### src/rtl/core/mrf_pkg.sv
// ----------------------------------------------------------------------------
// mrf_pkg: shared types and constants for the Modbus RTU request framer
// Function codes, status codes, the CRC-16/MODBUS byte update and the
// request word layout used by the framer.
// ----------------------------------------------------------------------------
package mrf_pkg;

  localparam int unsigned FRAME_BYTES = 8;
  localparam int unsigned POS_W       = $clog2(FRAME_BYTES);

  // Modbus function codes
  localparam logic [7:0] FC_READ_COILS       = 8'd1;
  localparam logic [7:0] FC_WRITE_SINGLE_REG = 8'd6;
  localparam logic [7:0] FC_WRITE_MULTI_COIL = 8'd15;
  localparam logic [7:0] FC_WRITE_MULTI_REG  = 8'd16;

  // Result status codes
  localparam logic [1:0] STATUS_OK      = 2'd0;
  localparam logic [1:0] STATUS_UNSUP   = 2'd1;
  localparam logic [1:0] STATUS_UNKNOWN = 2'd2;

  // CRC-16/MODBUS, reflected
  localparam logic [15:0] CRC_INIT = 16'hFFFF;
  localparam logic [15:0] CRC_POLY = 16'hA001;

  localparam logic [7:0] STATION_RESET = 8'd1;

  typedef struct packed {
    logic [15:0] payload;
    logic [15:0] reg_addr;
    logic [7:0]  operation;
  } req_t;

  // Fold one byte into the running CRC, LSB first.
  function automatic logic [15:0] crc_byte(input logic [15:0] crc_in,
                                           input logic [7:0]  data);
    logic [15:0] c;
    c = crc_in ^ {8'h00, data};
    for (int b = 0; b < 8; b++) begin
      if (c[0]) begin
        c = (c >> 1) ^ CRC_POLY;
      end else begin
        c = c >> 1;
      end
    end
    return c;
  endfunction

endpackage

### src/rtl/core/modbus_rtu_request_framer.sv
// ----------------------------------------------------------------------------
// modbus_rtu_request_framer: Modbus RTU master request framer
// Turns one request word into the 8-byte RTU frame with CRC-16/MODBUS,
// one byte per output word, or into a single flagged error word.
// ----------------------------------------------------------------------------
//
//  Channel | Dir | Handshake          | Payload
//  --------+-----+--------------------+-----------------------------------------
//  in_     | in  | in_tvalid/tready   | tdata: operation, reg_addr, payload
//  out_    | out | out_tvalid/tready  | tdata: frame_byte, tlast, tuser: status
//  cfg_    | in  | cfg_valid/ready    | cfg_data: station_address
//
//  A valid request yields 8 output words, one per cycle while out_tready
//  is high; an error request yields one. The byte serializer loads one
//  byte a cycle into the output register unless the output stalls.
//  The next request is taken in the cycle its predecessor's last byte is
//  loaded, so frames stream back to back with no gap.
//  Reset (rst_n low, synchronous) empties both stages and sets the station
//  to 1. A stalled output holds its word and freezes the serializer.
//
module modbus_rtu_request_framer (
  input  logic        clk,
  input  logic        rst_n,

  input  logic        in_tvalid,
  output logic        in_tready,
  input  logic [39:0] in_tdata,   // [7:0] operation, [23:8] reg_addr,
                                  // [39:24] payload

  output logic        out_tvalid,
  input  logic        out_tready,
  output logic [7:0]  out_tdata,  // [7:0] frame_byte
  output logic        out_tlast,  // last_byte
  output logic [1:0]  out_tuser,  // [1:0] status

  input  logic        cfg_valid,
  output logic        cfg_ready,
  input  logic [7:0]  cfg_data    // station_address
);

  localparam logic [mrf_pkg::POS_W-1:0] POS_LAST =
    mrf_pkg::POS_W'(mrf_pkg::FRAME_BYTES - 1);

  // Station register
  logic [7:0] station_r;

  // Request stage
  logic                       req_vld_r;
  mrf_pkg::req_t              req_r;
  logic [mrf_pkg::POS_W-1:0]  pos_r;
  logic [15:0]                crc_r;

  // Output stage
  logic        out_vld_r;
  logic [7:0]  out_byte_r;
  logic        out_last_r;
  logic [1:0]  out_status_r;

  // Serializer controls
  logic                       out_load;
  logic                       req_ok;
  logic                       req_done;
  logic                       in_take;
  logic [15:0]                crc_base;
  logic [15:0]                crc_nxt;
  logic [7:0]                 byte_nxt;
  logic [1:0]                 status_nxt;

  assign cfg_ready = 1'b1;

  always_ff @(posedge clk) begin
    if (!rst_n) begin
      station_r <= mrf_pkg::STATION_RESET;
    end else if (cfg_valid && cfg_ready) begin
      station_r <= cfg_data;
    end
  end

  // Load a new output word while a request is held and the output register is empty or drains.
  assign out_load = req_vld_r && (!out_vld_r || out_tready);

  assign req_ok = (req_r.operation >= mrf_pkg::FC_READ_COILS) &&
                  (req_r.operation <= mrf_pkg::FC_WRITE_SINGLE_REG);

  // An error request is done after one word, a frame after its last byte.
  assign req_done  = out_load && (!req_ok || (pos_r == POS_LAST));
  assign in_tready = !req_vld_r || req_done;
  assign in_take   = in_tvalid && in_tready;

  // Restart the CRC at the first byte of each frame.
  assign crc_base = (pos_r == '0) ? mrf_pkg::CRC_INIT : crc_r;

  always_comb begin
    unique case (pos_r)
      3'd0:    byte_nxt = station_r;
      3'd1:    byte_nxt = req_r.operation;
      3'd2:    byte_nxt = req_r.reg_addr[15:8];
      3'd3:    byte_nxt = req_r.reg_addr[7:0];
      3'd4:    byte_nxt = req_r.payload[15:8];
      3'd5:    byte_nxt = req_r.payload[7:0];
      3'd6:    byte_nxt = crc_r[7:0];
      default: byte_nxt = crc_r[15:8];
    endcase
  end

  assign crc_nxt = mrf_pkg::crc_byte(crc_base, byte_nxt);

  always_comb begin
    priority if (req_ok) begin
      status_nxt = mrf_pkg::STATUS_OK;
    end else if (req_r.operation == mrf_pkg::FC_WRITE_MULTI_COIL ||
                 req_r.operation == mrf_pkg::FC_WRITE_MULTI_REG) begin
      status_nxt = mrf_pkg::STATUS_UNSUP;
    end else begin
      status_nxt = mrf_pkg::STATUS_UNKNOWN;
    end
  end

  // Request stage: hold the request while its bytes go out.
  always_ff @(posedge clk) begin
    if (!rst_n) begin
      req_vld_r <= 1'b0;
      pos_r     <= '0;
    end else begin
      if (in_take) begin
        req_vld_r <= 1'b1;
      end else if (req_done) begin
        req_vld_r <= 1'b0;
      end
      if (req_done) begin
        pos_r <= '0;
      end else if (out_load) begin
        pos_r <= pos_r + 1'b1;
      end
    end
  end

  always_ff @(posedge clk) begin
    if (in_take) begin
      req_r <= mrf_pkg::req_t'(in_tdata);
    end
    // Fold only the six header bytes into the CRC; hold it for the tail.
    if (out_load && req_ok && (pos_r < 3'd6)) begin
      crc_r <= crc_nxt;
    end
  end

  // Output register
  always_ff @(posedge clk) begin
    if (!rst_n) begin
      out_vld_r <= 1'b0;
    end else if (out_load) begin
      out_vld_r <= 1'b1;
    end else if (out_tready) begin
      out_vld_r <= 1'b0;
    end
  end

  always_ff @(posedge clk) begin
    if (out_load) begin
      out_byte_r   <= req_ok ? byte_nxt : 8'h00;
      out_last_r   <= !req_ok || (pos_r == POS_LAST);
      out_status_r <= status_nxt;
    end
  end

  assign out_tvalid = out_vld_r;
  assign out_tdata  = out_byte_r;
  assign out_tlast  = out_last_r;
  assign out_tuser  = out_status_r;

  // --------------------------------------------------------------------------
  // Assertions
  // --------------------------------------------------------------------------
  a_err_is_last: assert property (@(posedge clk) disable iff (!rst_n)
    out_tvalid && (out_tuser != mrf_pkg::STATUS_OK) |-> out_tlast && (out_tdata == 8'h00))
    else $error("error word without tlast or with nonzero byte");

  a_pos_needs_req: assert property (@(posedge clk) disable iff (!rst_n)
    (pos_r != '0) |-> req_vld_r)
    else $error("byte position advanced without a request");

  a_take_on_done: assert property (@(posedge clk) disable iff (!rst_n)
    in_take && req_vld_r |-> req_done)
    else $error("request overwritten before its last word");

  a_last_at_end: assert property (@(posedge clk) disable iff (!rst_n)
    out_load && req_ok && (pos_r == POS_LAST) |=> out_tvalid && out_tlast)
    else $error("final frame byte not marked last");

  a_mid_not_last: assert property (@(posedge clk) disable iff (!rst_n)
    out_load && req_ok && (pos_r != POS_LAST) |=> !out_tlast)
    else $error("tlast on a middle frame byte");

endmodule
### config.mk
export PLATFORM = sky130hd
export DESIGN_NAME = modbus_rtu_request_framer
export DESIGN_NICKNAME = d
export VERILOG_FILES = /design/src/rtl/core/mrf_pkg.sv /design/src/rtl/core/modbus_rtu_request_framer.sv
export SDC_FILE = /design/constraint.sdc
export NUM_CORES = 1
export LEC_CHECK = 0
export BUFFER_PORTS_ARGS = -buffer_cell sky130_fd_sc_hd__buf_2
export CORE_UTILIZATION = 38
export DETAILED_ROUTE_END_ITERATION = 8
export SLEW_MARGIN = 40
export SYNTH_ARGS = -nofsm -noshare
export SYNTH_HDL_FRONTEND = slang
export SYNTH_SLANG_ARGS = --single-unit
### constraint.sdc
create_clock -name clk -period 6.5 [get_ports clk]
set_input_delay 1.3 -clock clk [delete_from_list [all_inputs] [get_ports clk]]
set_output_delay 1.3 -clock clk [all_outputs]
set_load 0.1 [all_outputs]
# Yosys cells after proc, flatten, opt, wreduce, memory -nomap -nowiden
# Cells that the tools add are included.
[totals] ff_bits=80 inputBits=53 wordCells=67
[classes] bitwise=10 muxes=15 reduce_logical=17 n_addsub=1 magnitude_cmp=3 n_eq_ne=9
[op_table] operator="$mux 16" count=8
[op_table] operator="$pmux 8 s7" count=1
[op_table] operator="$not 2->3" count=8
[op_table] operator="$xor 16x8->16" count=1
[op_table] operator="$mux 14" count=1
[op_table] operator="$eq 3x3->1 const B" count=4
[op_table] operator="$eq 8x4->1 const B" count=1
[op_table] operator="$eq 8x5->1 const B" count=1
[op_table] operator="$ge 8x1->1 const B" count=1
[op_table] operator="$le 8x3->1 const B" count=1
[op_table] operator="$eq 3x2->1 const B" count=2
[op_table] operator="$logic_and 1x1->1" count=6
[op_table] operator="$logic_or 1x1->1" count=4
[op_table] operator="$mux 1" count=4
[op_table] operator="$reduce_bool 2->1" count=2
[op_table] operator="$add 3x1->3 const B" count=1
[op_table] operator="$eq 3x1->1 const B" count=1
[op_table] operator="$logic_not 1->1" count=3
[op_table] operator="$logic_not 3->1" count=1
[op_table] operator="$lt 3x3->1 const B" count=1
[op_table] operator="$mux 2" count=1
[op_table] operator="$reduce_or 2->1" count=1
[op_table] operator="$not 1->1" count=1

# Depth between registers and ports, before layout
# Gate-level depths: netlist (run 1).
[depth] depth_word=19 ltp_mapped=13 mapped_depth_nobuf=9

# Worst setup path after synthesis (run 1)
# No wires, ideal clock.
[synth_timing] kind="input -> register" from="input out_tready" to="register req_r[0] (netlist bit), enable pin" setup_time_ps=401 path_stages=5 t_arrival_ps=3694 setup_slack_ps=2405 path_cell_list="nand2b_1 > nand2_1 > inv_1 > a21o_1 > and2_1"
[synth_between] elab_chain_cells=5
[synth_rtl] item="start, declared" line_no="modbus_rtu_request_framer.sv:31" source="input logic out_tready,"
[synth_rtl] item="$logic_or 1x1->1" line_no="modbus_rtu_request_framer.sv:80" source="assign out_load = req_vld_r && (!out_vld_r || out_tready);"
[synth_rtl] item="$logic_and 1x1->1" line_no="modbus_rtu_request_framer.sv:80"
[synth_rtl] item="net out_load" line_no="modbus_rtu_request_framer.sv:60" source="logic out_load;"
[synth_rtl] item="$logic_and 1x1->1" line_no="modbus_rtu_request_framer.sv:86" source="assign req_done = out_load && (!req_ok || (pos_r == POS_LAST));"
[synth_rtl] item="$logic_or 1x1->1" line_no="modbus_rtu_request_framer.sv:87" source="assign in_tready = !req_vld_r || req_done;"
[synth_rtl] item="net in_tready" line_no="modbus_rtu_request_framer.sv:26" source="output logic in_tready,"
[synth_rtl] item="$logic_and 1x1->1" line_no="modbus_rtu_request_framer.sv:88" source="assign in_take = in_tvalid && in_tready;"
[synth_rtl] item="net in_take" line_no="modbus_rtu_request_framer.sv:63" source="logic in_take;"
[synth_rtl] item="end signal, assigned" line_no="modbus_rtu_request_framer.sv:140" source="req_r <= mrf_pkg::req_t'(in_tdata);"
[synth_rtl] item="end, declared" line_no="modbus_rtu_request_framer.sv:49" source="mrf_pkg::req_t req_r;"
# The timed path passes the listed nets, and every way through them passes these cells.
# A chain may end at the register's enable or synchronous reset.

# Final worst setup path (run 1)
[layout_timing] from="input out_tready" to="output in_tready"
[layout_between] elab_chain_cells=4
[layout_rtl] item="$logic_or 1x1->1" line_no="modbus_rtu_request_framer.sv:80"
[layout_rtl] item="$logic_and 1x1->1" line_no="modbus_rtu_request_framer.sv:80"
[layout_rtl] item="net out_load" line_no="modbus_rtu_request_framer.sv:60"
[layout_rtl] item="$logic_and 1x1->1" line_no="modbus_rtu_request_framer.sv:86"
[layout_rtl] item="$logic_or 1x1->1" line_no="modbus_rtu_request_framer.sv:87"
[layout_rtl] item="end, declared" line_no="modbus_rtu_request_framer.sv:26"
# The timed path passes the listed nets, and every way through them passes these cells.

==> results of run 1 <==
==> critical path: stages <==
cell and delay [ns]:
buf_2 0.07, nand2b_1 0.10, nand2_1 0.15, inv_1 0.46, a21o_1 0.23, buf_2 0.43
==> layout by cell type (no fill, tap or decap), drive strengths merged, types with 2 or more instances in the layout <==
master,Yosys,final
nor2b,14,14
or2,6,6
edfxtp,67,67
a22o,3,3
clkbuf,8,10
o32ai,2,2
or3,2,2
mux2i,9,9
mux2,4,4
nor2,21,21
clkinv,0,2
nor3,3,3
a22oi,7,7
buf,8,68
a222oi,2,2
a21boi,2,2
nand3,8,8
a221oi,7,7
xnor3,2,2
ha,6,6
nand2,10,10
nand4,2,2
and2,2,2
xnor2,21,21
xor2,6,6
clkinvlp,0,3
a21oi,10,10
inv,6,6
o22ai,3,3
dfxtp,13,13
==> logic make-up (layout without fill, tap and decap cells) <==
kind of cell / count (synthesis) / after routing
and+or+nand+nor: 72 / 72
muxes: 13 / 13
buffers and inverters: 22 / 90
other: 1 / 1
AOI/OAI and AO/OA: 44 / 44
DFF: 80 / 80
adders and majority gates: 6 / 6
xor gates and xnor gates: 29 / 29
==> final timing paths <==
| check | from | to | cells past startpoint |
|---|---|---|---|
| setup / recovery | out_tready | in_tready | 6 |
| hold / removal | station_r[0] | station_r[0] | 2 |
| hold reg to reg | station_r[0] | station_r[0] | 2 |
| setup reg to reg | pos_r[2] | crc_r[15] | 10 |
==> flip-flops by register name (all words and copies together) (netlist names), 2 cells and up <==
signal and flops:
station_r 8, crc_r 16, out_tuser 2, out_tdata 8
pos_r 3, req_r 40
==> report_power, final <==
part | internal, mW | switching (mW) | leakage [nW] | total [mW]
combinational | 0.0432 | 0.0710 | 0.729 | 0.114
sequential | 0.585 | 0.0101 | 0.726 | 0.595
clock | 0.179 | 0.179 | 0.0887 | 0.358
==> through the flow <==
step	total power [mW]	setup WS [ns]	area (µm²)	std cells	utilization
global route	1.11	2.28	4240	464	0.459
finish	1.07	2.46	4240	464	0.459
detailed placement	0.722	2.46	4040	448	0.437
CTS	1.08	2.45	4240	464	0.459
global placement	0.720	2.50	4040	448	0.437
floorplan	0.687	2.41	3610	267	-
==> Yosys cell counts, types with 3 or more instances <==
cell      instances
edfxtp_1         67
nor2_1           21
xnor2_1          21
nor2b_1          14
dfxtp_1          13
a21oi_1          10
nand2_1          10
mux2i_1           9
clkbuf_1          8
nand3_1           8
a221oi_1          7
a22oi_1           7
ha_1              6
inv_1             6
xor2_1            6
or2_2             5
a22o_1            3
buf_2             3
buf_6             3
mux2_1            3
nor3_1            3
==> final cells by class <==
type,instances,area [µm²],share of cell area
Clock inverter,6,70.1,0.0165
Clock buffer,10,128,0.0301
Multi-Input combinational cell,165,1240,0.292
Inverter,6,22.5,0.00531
Timing Repair Buffer,68,348,0.0821
Sequential cell,80,2270,0.536
Tap cell,129,161,0.0381
==> metal layers <==
| metal | track usage | part of all wire | vias up |
|---|---|---|---|
| li1 | - | - | 1107 |
| met1 | 0.212 | 0.47 | 1144 |
| met2 | 0.252 | 0.46 | 78 |
| met3 | 0.0548 | 0.049 | 11 |
| met4 | 0.0588 | 0.020 | 0 |
| met5 | 0 | 0 | - |
==> metrics.yaml, run 1 <==
floorplan:
  die-width_um: 99.5
  fp.dieH_um: 99.5
  rows: 35
  die-area_um2: 9910
  start_util: 0.391
  coreArea_um2: 9240
  pin_count: 67
placed_design:
  port_buffers: 65
  dp_hpwl_mm: 5.20
  gp_congestion: 0.844
cells_and_area:
  drive_gt1_frac: 0.287
  nets: 389
  syn_to_final_growth_pct: 17.3
  fillers: 860
  antenna_cells: 0
logic_synthesis:
  synthMuxAreaShare: 0.0374
  seq_area_frac_synth: 0.629
  synth_area_um2: 3610
  synth_compound_area_frac: 0.101
  ys_warn_count: 0
  avgSynthCellArea_um2: 13.5
  synth_xor_xnor_area_share: 0.0782
  syn_inst: 267
  synthArstFlopShare: 0
  yosys.area_share.simple: 0.101
  synth_fa_ha_area_frac: 0.0208
  yosys.area.top_type: "edfxtp_1"
  yosysTopAreaCellShare: 0.557
  synth_edf_count: 67
  syn-num-nets: 326
  netlist_top_cells_area: "edfxtp_1, dfxtp_1, xnor2_1, mux2i_1, nor2b_1"
  ys_seq_elements: 80
  yosys_most_used_dff: "edfxtp_1"
  synth_top_family_by_area: "simple AND/OR/NAND/NOR gates"
  synth_cell_types: 49
routing:
  postRouteAntennaNets: 0
  vias: 2340
  firstDrtPassIters: 4
  first_iter_violations: 83
  wirelength_mm: 7.48
  post_drt_via_cell_ratio: 5.04
  drt_drc_violations_left: 0
  routedWlPerCell_um: 16.1
timing:
  max_freq_mhz: 248
  setup_viol: 0
  hold_viol_final: 0
  rsz0062_at_grt: "false"
  drv_slew: 0
  tns_ns: 0
  fin_skew_ns: 0.00813
  finalCriticalPeriod_ns: 4.04
  tightest_slew_ns: 0.665
  fin_crit_sh: 0.621
  hold_ws_ns: 0.493
  slew_headroom: 0.557
cts:
  cts_hold_buffers: 0
  cts_tree: "done"
  cts.sinks: 80
  path_clk_slew_ns: 0.08
  clock-root-buffer: "clkbuf_8"
  clockBufferDepth: 2
  post_cts_resized: 0
  cts_setup_buffers: 0
  insertion_delay_ns: 0.35
  numCtsBuffers: 9
  h-tree-depth: 3
global_route:
  gr-total-overflow: 0
  grt_antenna_before_repair: 0
  grt_usage: 0.162
  grt_max_degree: 41
  grt_first_pass_wirelength_mm: 11.9
  grt_pass1_vias: 2426
flow_run:
  cap_violations: 0
worst_setup_path:
  ff2ff_setup_slack_ns: 3.05
  required_ns: 5.20
  cp_max_fo: 14
  endpoint_kind: "output pin"
  path_class: "in -> out"
  setup.worst_path.start_class: "input pin"
  crit_arrival_ns: 2.74
worst_hold_path:
  hold_path_class: "reg -> reg"
pwr:
  ir_drop_uv: 136
  power.leakage_nw: 1.54
  power.density_nw_per_um2: 252
outcome:
  status: "completed"
Power figures use the tool's default switching activity.
==> run 2: changes to the inputs <==
ABC_AREA = 1   (was not set)
clock period = 4.15 ns   (was 6.5 ns; I/O delays follow)
==> run 2 against run 1 <==
- combinational power rose to 2.9 times the previous value
- critical path type is now reg -> out
- final cell count rose by 32%
- largest cell class unchanged
- largest power group unchanged
- the run now ends with DRC left
- area after synthesis rose by 10%
- register-to-register slack got worse by 1.9 ns
- sequential cell count did not move
- synthesized cell count rose by 51%
- total power rose by 76%
- cell area rose by 9.0%
- critical endpoint unchanged
==> metrics.yaml, run 2 <==
outcome:
  status: "finished, violations left"
  violations: "DRC"
worst_setup_path:
  path_buf_inv: 3
  cp_max_fo: 6
  endpoint_kind: "output pin"
  reg2reg_from: "pos_r[2]"
  crit_arrival_ns: 2.26
  setup.worst_path.start_class: "register"
  cp_common_cell: "nor4_2"
  ff2ff_setup_slack_ns: 1.12
  crit_path_cell_trace: "nor4_2, inv_1, nor4_2, inv_2, or2_4, nand2_4, nand2_2, buf_2"
  critPathMaxStageDelay_ns: 0.43
  ff2ff_path_depth: 19
  path_class: "reg -> out"
  rr_endpoint: "crc_r[0]"
  crit_family: "simple AND/OR/NAND/NOR gates"
  required_ns: 3.32
  slowest_stage: "edfxtp_1"
  worstSetupPathDepth: 8
cells_and_area:
  antenna_cells: 0
  final_common_cell: "nand2_1"
  drive_gt1_frac: 0.300
  nets: 530
  largest_reg_flops: 40
  final_cell_mix: "nand2_1, edfxtp_1, buf_2"
  syn_to_final_growth_pct: 16.0
  top_regs: "req_r x40, crc_r x16"
  regMostFlops: "req_r"
timing:
  rsz0062_at_grt: "false"
  hold_ws_ns: 0.474
  max_freq_mhz: 324
  tns_ns: 0
  fin_skew_ns: 0.0210
  drv_slew: 0
  slew_headroom: 0.501
  setup_viol: 0
  finalCriticalPeriod_ns: 3.09
  fin_crit_sh: 0.745
  tightest_slew_ns: 0.749
  hold_viol_final: 0
global_route:
  grt_antenna_before_repair: 0
  grt_pass1_vias: 2870
  grt_first_pass_wirelength_mm: 14.4
  gr-total-overflow: 0
  grt_max_degree: 30
  grt_usage: 0.175
cts:
  numCtsBuffers: 9
  cts_setup_buffers: 0
  path_clk_slew_ns: 0.09
  post_cts_resized: 0
  cts_tree: "done"
  clock-root-buffer: "clkbuf_8"
  cts_hold_buffers: 0
  insertion_delay_ns: 0.37
  clockBufferDepth: 2
  cts.sinks: 80
  h-tree-depth: 3
placed_design:
  dp_hpwl_mm: 6.30
  gp_congestion: 0.820
  port_buffers: 65
logic_synthesis:
  synth_area_um2: 3980
  synth_cell_types: 33
  netlist_top_cells_area: "edfxtp_1, nand2_1, nand3_1, dfxtp_1, nor2_1"
  avgSynthCellArea_um2: 9.89
  synth_edf_count: 67
  syn-num-nets: 462
  yosysTopAreaCellShare: 0.505
  yosysMostFrequentCell: "nand2_1"
  synth_common_cells: "nand2_1, edfxtp_1, nand3_1, nor2_1, inv_1"
  seq_area_frac_synth: 0.570
  synthArstFlopShare: 0
  yosys_most_used_dff: "edfxtp_1"
  yosys.area.top_type: "edfxtp_1"
  ys_seq_elements: 80
  syn_inst: 403
  ys_warn_count: 0
floorplan:
  coreArea_um2: 10200
  die-width_um: 104
  fp.dieH_um: 104
  pin_count: 67
  die-area_um2: 10900
  rows: 37
  start_util: 0.389
routing:
  routedWlPerCell_um: 14.2
  postRouteAntennaNets: 0
  post_drt_via_cell_ratio: 4.77
  firstDrtPassIters: 6
  wirelength_mm: 8.72
  first_iter_violations: 124
  drt_drc_violations_left: 1
  vias: 2919
worst_hold_path:
  hold_depth: 2
  holdPathEnd: "station_r[7]"
  min_from: "station_r[7]"
  hold_path_class: "reg -> reg"
pwr:
  ir_drop_uv: 279
  power.density_nw_per_um2: 408
  power.leakage_nw: 1.98
flow_run:
  cap_violations: 0
## run 2: cell count changes after synthesis, moves of 9 or more
cell     previous run  this run
inv_1               6        30
mux2i_1             9         0
nand2_1            10        95
nand2_2             0        19
nand3_1             8        53
nand3_2             0        10
nor2_1             21        35
nor2b_1            14         0
xnor2_1            21         1
## run 2: tightest hold or removal path, cell delays in order (launching register included)
cell	delay [ns]
dfxtp_1	0.30
inv_1	0.07
a21oi_1	0.06
## run 2: logic make-up (layout without fill, tap and decap cells)
family | Yosys count | count (layout) | share of synthesized area
and+or+nand+nor | 239 | 239 | 0.296
DFF | 80 | 80 | 0.570
adders and majority gates | 6 | 6 | 0.0188
xor gates and xnor gates | 6 | 6 | 0.0132
other | 1 | 1 | 0.000941
AOI/OAI and AO/OA | 22 | 22 | 0.0345
buffers and inverters | 49 | 122 | 0.0660
## run 2: worst max-delay path by stage
stage / end / start
after floorplan: req_r[0] / out_tready
after global placement: crc_r[0] / pos_r[2]
after detailed placement: crc_r[0] / pos_r[2]
after CTS: in_tready / req_r[6]
after global routing: in_tready / req_r[6]
final: in_tready / req_r[6]
## run 2: final cells by class
type                            count  area [µm²]
Inverter                           36         140
Fill cell                         964        5610
Multi-Input combinational cell    274        1470
Timing Repair Buffer               70         363
Tap cell                          136         170
Sequential cell                    80        2270
Clock buffer                       10         138
Clock inverter                      6        73.8
## run 2: through the flow
stage | setup slack [ns] | instances | instance area (µm²) | utilization | total power [mW]
floorplan | 0.220 | 403 | 3980 | - | 1.21
global placement | 1.22 | 596 | 4410 | 0.431 | 1.28
detailed placement | 1.17 | 596 | 4410 | 0.431 | 1.29
CTS | 1.03 | 612 | 4620 | 0.452 | 1.90
global route | 0.904 | 612 | 4620 | 0.452 | 1.97
finish | 1.06 | 612 | 4620 | 0.452 | 1.88
## run 2: routing by layer
metal,vias up,wire (µm),global-route usage,part of all wire
li1,1487,-,-,-
met1,1334,3900,0.214,0.45
met2,80,4230,0.288,0.49
met3,18,374,0.0432,0.043
met4,0,210,0.0816,0.024
met5,-,0,0,0
## run 2: power breakdown
| part | total (mW) | internal, mW | switching [mW] |
|---|---|---|---|
| Clock | 0.612 | 0.302 | 0.310 |
| Sequential | 0.942 | 0.924 | 0.0179 |
| Combinational | 0.330 | 0.102 | 0.228 |
